[config.mk]
export PLATFORM = sky130hd
export DESIGN_NAME = lru_key_value_cache
export DESIGN_NICKNAME = d
export VERILOG_FILES = /design/src/sv/lkv_pkg.sv /design/src/sv/lkv_cfg.sv /design/src/sv/lru_key_value_cache.sv
export SDC_FILE = /design/constraint.sdc
export NUM_CORES = 1
export LEC_CHECK = 0
export BUFFER_PORTS_ARGS = -buffer_cell sky130_fd_sc_hd__buf_2
export CAP_MARGIN = 20
export CORE_ASPECT_RATIO = 0.75
export CORE_MARGIN = 2
export CORE_UTILIZATION = 55
export CTS_BUF_LIST = sky130_fd_sc_hd__clkbuf_4 sky130_fd_sc_hd__clkbuf_8 sky130_fd_sc_hd__clkbuf_16
export CTS_CLUSTER_DIAMETER = 150
export DETAILED_ROUTE_END_ITERATION = 10
export PLACE_DENSITY = 0.72
export SLEW_MARGIN = 20
export SYNTH_ARGS = -nofsm -noshare
export SYNTH_HDL_FRONTEND = slang
export SYNTH_SLANG_ARGS = --single-unit
export TNS_END_PERCENT = 100
[constraint.sdc]
create_clock -name clk -period 14.3 [get_ports clk]
set_input_delay 0.715 -clock clk [delete_from_list [all_inputs] [get_ports clk]]
set_output_delay 0.715 -clock clk [all_outputs]
set_load 0.02 [all_outputs]
[src/sv/lkv_pkg.sv]
// ----------------------------------------------------------------------------
// lkv_pkg
// Shared types and constants for the LRU key-value cache: the request and
// response beats, the controller states and the register map.
// ----------------------------------------------------------------------------
package lkv_pkg;

    // Field widths fixed by the interface.
    localparam int KEY_W = 32;
    localparam int VAL_W = 32;
    localparam int CAP_W = 5;

    // Register map: one register, byte addresses on a 4-byte stride.
    localparam int ADDR_W = 3;
    localparam int DATA_W = 32;
    localparam logic [0:0] CFG_IDX_CAPACITY = 1'b0;
    localparam logic [CAP_W-1:0] CAP_RESET = 5'd16;

    // Operation codes carried in the action field.
    localparam logic ACT_GET = 1'b0;
    localparam logic ACT_SET = 1'b1;

    // Request beat.
    typedef struct packed {
        logic                    action;
        logic signed [KEY_W-1:0] key;
        logic signed [VAL_W-1:0] value;
    } req_t;

    // Response beat.
    typedef struct packed {
        logic                    found;
        logic signed [VAL_W-1:0] read_value;
        logic                    evicted;
    } rsp_t;

    // Controller states.
    typedef enum logic [1:0] {
        ST_IDLE,
        ST_SCAN,
        ST_DECIDE,
        ST_UPDATE
    } state_t;

endpackage

[src/sv/lkv_cfg.sv]
// ----------------------------------------------------------------------------
// lkv_cfg
// APB register block. Holds the capacity register and presents the capacity
// in effect, clamped to the range 1..DEPTH.
// ----------------------------------------------------------------------------
module lkv_cfg #(
    parameter int DEPTH = 16
) (
    input  logic                        clk,
    input  logic                        rst_n,
    input  logic                        psel,
    input  logic                        penable,
    input  logic                        pwrite,
    input  logic [lkv_pkg::ADDR_W-1:0]  paddr,
    input  logic [lkv_pkg::DATA_W-1:0]  pwdata,
    output logic [lkv_pkg::DATA_W-1:0]  prdata,
    output logic                        pready,
    output logic [$clog2(DEPTH+1)-1:0]  eff_capacity
);
    import lkv_pkg::*;

    localparam int CW = $clog2(DEPTH + 1);

    logic [CAP_W-1:0] cap_reg;
    logic [0:0]       reg_idx;
    logic             wr_en;

    // Register index is the word address.
    assign reg_idx = paddr[ADDR_W-1:ADDR_W-1];
    assign pready  = 1'b1;
    assign wr_en   = psel && penable && pwrite && (reg_idx == CFG_IDX_CAPACITY);

    // Capacity register.
    always_ff @(posedge clk or negedge rst_n)
    begin
        if (!rst_n)
        begin
            cap_reg <= CAP_RESET;
        end
        else if (wr_en)
        begin
            cap_reg <= pwdata[CAP_W-1:0];
        end
    end

    // Read-back mux.
    always_comb
    begin
        prdata = '0;
        if (reg_idx == CFG_IDX_CAPACITY)
        begin
            prdata = DATA_W'(cap_reg);
        end
    end

    // Clamp the capacity to 1..DEPTH.
    always_comb
    begin
        if (cap_reg == '0)
        begin
            eff_capacity = CW'(1);
        end
        else if (32'(cap_reg) > DEPTH)
        begin
            eff_capacity = CW'(DEPTH);
        end
        else
        begin
            eff_capacity = CW'(cap_reg);
        end
    end

endmodule

[src/sv/lru_key_value_cache.sv]
// ----------------------------------------------------------------------------
// lru_key_value_cache
// Fully associative key-value store with least-recently-used replacement.
// Entries (key, value, age rank) live in one synchronous RAM; valid bits
// and the fill count live in flip-flops.
// ----------------------------------------------------------------------------
// The response beat is presented out of the decision step, after the lookup
// pass, and waits there while an earlier, stalled response holds the output.
// A get miss makes only the lookup pass; a hit or a set then also makes a rank
// read-modify-write pass, and no new request is taken until the last pass ends.
// Both passes go over the entry RAM through its one read port.
// Reset clears all valid bits and the fill count at once; no clearing pass.
// ----------------------------------------------------------------------------
module lru_key_value_cache #(
    parameter int DEPTH = 16
) (
    input  logic                        clk,
    input  logic                        rst_n,
    input  logic                        in_valid,
    output logic                        in_stall,
    input  lkv_pkg::req_t               in_data,
    output logic                        out_valid,
    input  logic                        out_stall,
    output lkv_pkg::rsp_t               out_data,
    input  logic                        psel,
    input  logic                        penable,
    input  logic                        pwrite,
    input  logic [lkv_pkg::ADDR_W-1:0]  paddr,
    input  logic [lkv_pkg::DATA_W-1:0]  pwdata,
    output logic [lkv_pkg::DATA_W-1:0]  prdata,
    output logic                        pready
);
    import lkv_pkg::*;

    localparam int IW = $clog2(DEPTH);
    localparam int CW = $clog2(DEPTH + 1);
    localparam int EW = KEY_W + VAL_W + IW;

    // Configuration.
    logic [CW-1:0] eff_capacity;

    lkv_cfg #(
        .DEPTH (DEPTH)
    ) u_cfg (
        .clk          (clk),
        .rst_n        (rst_n),
        .psel         (psel),
        .penable      (penable),
        .pwrite       (pwrite),
        .paddr        (paddr),
        .pwdata       (pwdata),
        .prdata       (prdata),
        .pready       (pready),
        .eff_capacity (eff_capacity)
    );

    // Control state.
    state_t            state_reg, state_next;
    logic [CW-1:0]     cnt_reg, cnt_next;
    logic [DEPTH-1:0]  valid_reg, valid_next;
    logic [CW-1:0]     used_reg, used_next;
    logic              out_valid_reg, out_valid_next;
    logic              hit_reg, hit_next;
    logic              old_found_reg, old_found_next;
    logic              free_found_reg, free_found_next;

    // Payload state.
    req_t              req_reg, req_next;
    rsp_t              out_data_reg, out_data_next;
    logic [IW-1:0]     proc_idx_reg;
    logic [IW-1:0]     hit_idx_reg, hit_idx_next;
    logic [IW-1:0]     hit_rank_reg, hit_rank_next;
    logic [VAL_W-1:0]  hit_val_reg, hit_val_next;
    logic [IW-1:0]     old_idx_reg, old_idx_next;
    logic [IW-1:0]     free_idx_reg, free_idx_next;
    logic [IW-1:0]     tgt_idx_reg, tgt_idx_next;
    logic [VAL_W-1:0]  tgt_val_reg, tgt_val_next;
    logic [IW-1:0]     lim_rank_reg, lim_rank_next;
    logic              insert_reg, insert_next;

    // Entry RAM.
    logic [EW-1:0]     mem [DEPTH];
    logic [EW-1:0]     rd_data_reg;
    logic              mem_we;
    logic [IW-1:0]     mem_waddr;
    logic [IW-1:0]     mem_raddr;
    logic [EW-1:0]     mem_wdata;

    // Fields of the entry read in the previous cycle.
    logic [KEY_W-1:0]  d_key;
    logic [VAL_W-1:0]  d_val;
    logic [IW-1:0]     d_rank;
    logic              p_valid;
    logic [IW-1:0]     old_rank;
    logic              evict;
    logic              slot_ok;
    logic [IW-1:0]     slot;
    logic [IW-1:0]     new_rank;

    assign d_key    = rd_data_reg[EW-1 -: KEY_W];
    assign d_val    = rd_data_reg[IW +: VAL_W];
    assign d_rank   = rd_data_reg[IW-1:0];
    assign p_valid  = valid_reg[proc_idx_reg];
    assign old_rank = IW'(used_reg - CW'(1));

    assign in_stall  = (state_reg != ST_IDLE);
    assign out_valid = out_valid_reg;
    assign out_data  = out_data_reg;

    // RAM: one write port, one registered read port.
    always_ff @(posedge clk)
    begin
        if (mem_we)
        begin
            mem[mem_waddr] <= mem_wdata;
        end
        rd_data_reg <= mem[mem_raddr];
    end

    // Next state, RAM control and result.
    always_comb
    begin
        state_next      = state_reg;
        cnt_next        = cnt_reg;
        valid_next      = valid_reg;
        used_next       = used_reg;
        out_valid_next  = out_valid_reg;
        hit_next        = hit_reg;
        old_found_next  = old_found_reg;
        free_found_next = free_found_reg;
        req_next        = req_reg;
        out_data_next   = out_data_reg;
        hit_idx_next    = hit_idx_reg;
        hit_rank_next   = hit_rank_reg;
        hit_val_next    = hit_val_reg;
        old_idx_next    = old_idx_reg;
        free_idx_next   = free_idx_reg;
        tgt_idx_next    = tgt_idx_reg;
        tgt_val_next    = tgt_val_reg;
        lim_rank_next   = lim_rank_reg;
        insert_next     = insert_reg;
        mem_we          = 1'b0;
        mem_waddr       = proc_idx_reg;
        mem_raddr       = cnt_reg[IW-1:0];
        mem_wdata       = rd_data_reg;
        evict           = 1'b0;
        slot_ok         = 1'b0;
        slot            = free_idx_reg;
        new_rank        = d_rank;

        // The response register empties when its beat is taken.
        if (!out_stall)
        begin
            out_valid_next = 1'b0;
        end

        case (state_reg)
            ST_IDLE:
            begin
                if (in_valid)
                begin
                    req_next        = in_data;
                    hit_next        = 1'b0;
                    old_found_next  = 1'b0;
                    free_found_next = 1'b0;
                    cnt_next        = '0;
                    state_next      = ST_SCAN;
                end
            end

            ST_SCAN:
            begin
                // Look at the entry read last cycle: key match, oldest entry,
                // first free slot. The first match of each kind wins.
                if (cnt_reg != '0)
                begin
                    if (p_valid && (d_key == req_reg.key) && !hit_reg)
                    begin
                        hit_next      = 1'b1;
                        hit_idx_next  = proc_idx_reg;
                        hit_rank_next = d_rank;
                        hit_val_next  = d_val;
                    end
                    if (p_valid && (d_rank == old_rank) && !old_found_reg)
                    begin
                        old_found_next = 1'b1;
                        old_idx_next   = proc_idx_reg;
                    end
                    if (!p_valid && !free_found_reg)
                    begin
                        free_found_next = 1'b1;
                        free_idx_next   = proc_idx_reg;
                    end
                end
                if (cnt_reg == CW'(DEPTH))
                begin
                    state_next = ST_DECIDE;
                end
                else
                begin
                    cnt_next = cnt_reg + CW'(1);
                end
            end

            ST_DECIDE:
            begin
                // Wait here until the response register can take the beat.
                if (!out_valid_reg || !out_stall)
                begin
                    out_valid_next           = 1'b1;
                    out_data_next.found      = hit_reg;
                    out_data_next.evicted    = 1'b0;
                    out_data_next.read_value = '0;
                    cnt_next                 = '0;
                    state_next               = ST_IDLE;
                    if (req_reg.action == ACT_GET)
                    begin
                        out_data_next.read_value = hit_reg ? hit_val_reg : '1;
                    end
                    if (hit_reg)
                    begin
                        // Hit: refresh the entry, set also replaces the value.
                        tgt_idx_next  = hit_idx_reg;
                        tgt_val_next  = (req_reg.action == ACT_SET) ? req_reg.value
                                                                    : hit_val_reg;
                        lim_rank_next = hit_rank_reg;
                        insert_next   = 1'b0;
                        state_next    = ST_UPDATE;
                    end
                    else if (req_reg.action == ACT_SET)
                    begin
                        // Miss on set: evict the oldest when full, then insert.
                        evict   = (used_reg >= eff_capacity) && (used_reg != '0)
                                  && old_found_reg;
                        slot_ok = evict || free_found_reg;
                        if (evict && (!free_found_reg || (old_idx_reg < free_idx_reg)))
                        begin
                            slot = old_idx_reg;
                        end
                        out_data_next.evicted = evict;
                        if (evict)
                        begin
                            valid_next[old_idx_reg] = 1'b0;
                        end
                        if (slot_ok)
                        begin
                            valid_next[slot] = 1'b1;
                            used_next        = evict ? used_reg : used_reg + CW'(1);
                            tgt_idx_next     = slot;
                            tgt_val_next     = req_reg.value;
                            insert_next      = 1'b1;
                            state_next       = ST_UPDATE;
                        end
                        else if (evict)
                        begin
                            used_next = used_reg - CW'(1);
                        end
                    end
                end
            end

            ST_UPDATE:
            begin
                // Write back the entry read last cycle with its new rank.
                if (cnt_reg != '0)
                begin
                    if (proc_idx_reg == tgt_idx_reg)
                    begin
                        mem_we    = 1'b1;
                        mem_wdata = {req_reg.key, tgt_val_reg, {IW{1'b0}}};
                    end
                    else if (p_valid)
                    begin
                        if (insert_reg || (d_rank < lim_rank_reg))
                        begin
                            new_rank = d_rank + IW'(1);
                        end
                        mem_we    = 1'b1;
                        mem_wdata = {d_key, d_val, new_rank};
                    end
                end
                if (cnt_reg == CW'(DEPTH))
                begin
                    state_next = ST_IDLE;
                end
                else
                begin
                    cnt_next = cnt_reg + CW'(1);
                end
            end

            default:
            begin
                state_next = ST_IDLE;
            end
        endcase
    end

    // Control registers.
    always_ff @(posedge clk or negedge rst_n)
    begin
        if (!rst_n)
        begin
            state_reg      <= ST_IDLE;
            cnt_reg        <= '0;
            valid_reg      <= '0;
            used_reg       <= '0;
            out_valid_reg  <= 1'b0;
            hit_reg        <= 1'b0;
            old_found_reg  <= 1'b0;
            free_found_reg <= 1'b0;
        end
        else
        begin
            state_reg      <= state_next;
            cnt_reg        <= cnt_next;
            valid_reg      <= valid_next;
            used_reg       <= used_next;
            out_valid_reg  <= out_valid_next;
            hit_reg        <= hit_next;
            old_found_reg  <= old_found_next;
            free_found_reg <= free_found_next;
        end
    end

    // Payload registers.
    always_ff @(posedge clk)
    begin
        req_reg      <= req_next;
        out_data_reg <= out_data_next;
        proc_idx_reg <= cnt_reg[IW-1:0];
        hit_idx_reg  <= hit_idx_next;
        hit_rank_reg <= hit_rank_next;
        hit_val_reg  <= hit_val_next;
        old_idx_reg  <= old_idx_next;
        free_idx_reg <= free_idx_next;
        tgt_idx_reg  <= tgt_idx_next;
        tgt_val_reg  <= tgt_val_next;
        lim_rank_reg <= lim_rank_next;
        insert_reg   <= insert_next;
    end

    // The fill count always matches the number of valid entries when idle.
    a_used_matches_valid: assert property (
        @(posedge clk) disable iff (!rst_n)
        (state_reg == ST_IDLE) |-> ($countones(valid_reg) == 32'(used_reg))
    ) else $error("fill count does not match valid bits");

    // A response beat is only produced out of the decision step.
    a_rsp_from_decide: assert property (
        @(posedge clk) disable iff (!rst_n)
        $rose(out_valid_reg) |-> ($past(state_reg) == ST_DECIDE)
    ) else $error("response raised outside the decision step");

    // An eviction only happens on a miss.
    a_evict_on_miss: assert property (
        @(posedge clk) disable iff (!rst_n)
        out_valid_reg |-> !(out_data_reg.evicted && out_data_reg.found)
    ) else $error("eviction reported on a hit");

    // An accepted request starts the lookup pass in the next cycle.
    a_accept_starts_scan: assert property (
        @(posedge clk) disable iff (!rst_n)
        (in_valid && !in_stall) |=> (state_reg == ST_SCAN) && (cnt_reg == '0)
    ) else $error("accepted request did not start the lookup pass");

endmodule

==> run summary <==
Result of the run: finished clean
Total die area: 97,900 um2
Highest-delay cell along the critical path: sky130_fd_sc_hd__dfrtp_4
Critical path launch point: cnt_reg[1]$_DFFE_PN0P_
Post-synthesis sequential area ratio: 77.5%
Compound-gate portion of the synthesized area: 1.65%
Main flop type after synthesis: sky130_fd_sc_hd__edfxtp_1
Hold Fails Final Rpt: 0
Post-synthesis instance total: 2,366
Pwr/cell area: 198 nW/um2
Post-Route WL: 110,000 um
Setup clock skew after layout: 0.0638 ns
Crit path DAT: 5.54 ns
VDD IR-drop max: 0.165 mV
Maximum buffer depth of the clock tree: 3
Delay contributed by the slowest stage of the critical path: 1.17 ns
Maximum number of pins on one net before global-route repair: 149
Post-CTS Setup Bufs: 0
Largest fanout on the critical path: 70
Tcrit/Tclk final: 36.4%
Critical Path Stages: 11
Dominant cells by area after synthesis: sky130_fd_sc_hd__edfxtp_1 (73%), sky130_fd_sc_hd__mux4_2 (15%), sky130_fd_sc_hd__dfxtp_1 (2.7%)
Count of cells resized by post-cts repair: 0
Total area of multi-input combinational cells: 11,100 um2
Antenna cells: 0
Number of nets in the finished design: 2,669
Detailed-route via count: 24.2k
Async set-reset flop share out of synthesis: 2.67%
Hold bufs inserted after CTS: 0
Total standard cell area after synthesis: 52,500 um2
Post-detail-place hpwl: 54,600 um
Register area: 40,700 um2
Capturing element of the worst setup path: mem[0][44]$_DFFE_PP_
Width of the die: 361 um
Worst EP required: 14.63 ns
Core area: 94,900 um2
Filler Cell Count: 6,333
Ports: 176
Commonest cells after routing, fill and taps aside: sky130_fd_sc_hd__edfxtp_1 (1,276), sky130_fd_sc_hd__mux4_2 (343), sky130_fd_sc_hd__clkbuf_16 (124), sky130_fd_sc_hd__buf_2 (118), sky130_fd_sc_hd__mux2_2 (73)
Crit path top cell by count: sky130_fd_sc_hd__buf_4
Initial core utilization: 55.3%
Number of synthesized flops with an enable pin: 1,276
First-pass GRT wire length: 163,000 um
Largest register FFs: 1,088
Via-per-instance ratio: 6.22
Highest clock frequency the design can meet: 192 MHz
Height of the chip: 271 um
Area growth from synthesis to layout: 12.1%
RSZ-0062 raised after global routing: no
Final setup violation count: 0
Simple logic cell fraction of the synthesized area: 1.48%
CP Cell Sequence: inv_1 > ha_1 > nand2_1 > o211ai_1 > nor2_4 > buf_4 > nor2_4 > or3_4 > nor3_2 > buf_4 > buf_4
Post-DR wirelength/cell: 28.1 um
Minimum clock period after layout: 5.21 ns
Worst Setup Slack post-DPL: 8.95 ns
Cell class contributing the biggest share of worst-path delay: buffers and inverters
Slack of the critical path: 9.09 ns
Total leakage power: 0.0191 uW
Kind of start point of the critical path: flip-flop
Setup total negative slack: 0 ns
Cells on worst reg2reg path: 11
First DRT Iteration DRCs: 2,767
Number of clock sinks: 1,385
Dominant combinational cell family by area after synthesis: multiplexers
Yosys top cell by area: sky130_fd_sc_hd__edfxtp_1
Fraction of the mapped netlist area in adder cells: 0.382%
Post-synthesis sequential element count: 1,385
Setup slack of the worst register-to-register path: 9.09 ns
Buffers & Inverters on Critical Path: 4
Number of levels in the clock H-tree: 3
Tightest slew margin relative to the limit: 25.1%
Number of CTS-inserted buffers: 121
Multiplexer share of the synthesized area: 16.5%
Share of cells above drive strength 1: 31.6%
Pre-antenna DRT Iters: 6
RePlAce Congestion: 0.827
Parity-gate share of the synthesized area counting xor and xnor cells: 0.751%
CTS tree: done
Min-delay worst type: in -> async
Max_cap viols: 0
Count of input and output buffers: 118
Launching point of the worst reg2reg path: cnt_reg[1]$_DFFE_PN0P_
Post-Synthesis Mean Instance Area: 22.2 um2
Nature of the critical path endpoint: flip-flop
Remaining routing DRC violations: 0
Leading cell type in the layout, fill and taps excluded: sky130_fd_sc_hd__edfxtp_1
Clk Tree Root Cell: sky130_fd_sc_hd__clkbuf_16
Worst-skew pair later-pin latency: 0.73 ns
Distinct cell type count after synthesis: 59
Worst Setup Path Type: reg -> reg
Pin slew with the least headroom to its limit: 1.12 ns
Total Routing Usage GR: 22.6%
Number of max-slew violations in the final report: 0
Via count of the first global-routing pass: 24.7k
End of the worst register-to-register path: mem[0][44]$_DFFE_PP_
Number of warnings issued by yosys: 0
Number of antenna-violating nets in the routed design: 0
Standard-cell row count: 98
Initial antenna violation count: 2
Area fraction of the dominant cell type after synthesis: 73.0%
Clock transition time at the flip-flop clock pins of the worst setup and hold paths: 0.07 ns
Remaining Overflow, GRT: 0
## area by class of cell
class	count	area share (%)
clock inverters	51	1.06
flip-flops and latches	1385	69.2
well taps	1250	2.66
repair buffers	167	1.73
inverters	55	0.353
multi-input cells	816	18.9
clock buffers	175	6.08
## worst min-delay path by stage
stage	slack [ns]	cells after the start	to
floorplan	0.34	0	mem_waddr[2]$_DFF_P_
global placement	0.40	0	lim_rank_reg[0]$_DFFE_PP_
detailed placement	0.41	0	lim_rank_reg[2]$_DFFE_PP_
CTS	0.12	1	valid_reg[10]$_DFFE_PN0P_
global route	0.13	1	req_reg[42]$_DFFE_PP_
finish	0.13	1	valid_reg[14]$_DFFE_PN0P_
## per-stage QoR
stage	total power, uW	utilization (%)	hold slack, ns	cells	cell area, um2
3_3_place_gp	8230	57.5	0.403	3671	54600
6_report	11600	62.0	0.131	3899	58800
4_1_cts	11700	61.9	0.115	3897	58800
3_5_place_dp	8350	57.5	0.405	3671	54600
5_1_grt	12100	62.0	0.130	3899	58800
2_1_floorplan	7610	-	0.342	2392	52600
## where the power goes
group	internal, uW	leakage, uW	switching [uW]
logic	1240	0.00446	1400
registers	5300	0.0125	296
clock network	1960	0.00210	1420
## layer usage
| layer | up-vias | routed length, um | share of wire [%] | track usage, % |
|---|---|---|---|---|
| met5 | - | 0 | 0 | 0 |
| met4 | 0 | 2090 | 1.9 | 5.53 |
| met3 | 163 | 8060 | 7.3 | 3.23 |
| met2 | 1008 | 53700 | 49 | 36.6 |
| met1 | 12985 | 45800 | 42 | 33.3 |
| li1 | 10081 | - | - | - |
## synth_stat cells (all sizes together), types with 2 or more instances
master  count
a21o        5
a21oi      42
a31oi       2
buf        79
clkbuf     57
conb        2
dfrtp      36
dfxtp      72
edfxtp   1276
ha         16
inv        54
mux2       73
mux2i       6
mux4      345
nand2      58
nand2b     10
nand3       6
nand4      10
nand4b      2
nor2       35
nor2b       8
nor3       15
nor4        6
o211ai      3
o21a        4
o21ai      57
o221ai      2
o22a        3
o31ai      15
o41ai       3
or3         3
xnor2      30
xor2       15
## logic make-up (layout without fill, tap and decap cells)
kind of cell	Yosys count	after routing
flip-flops	1385	1385
AND/OR/NAND/NOR	161	161
other	2	28
adder cells (fa/ha/maj)	16	16
XOR/XNOR	45	45
AO/OA/AOI/OAI	142	142
buffers and inverters	191	448
multiplexers	424	424
Note: power is estimated with default switching activity, not from simulation.
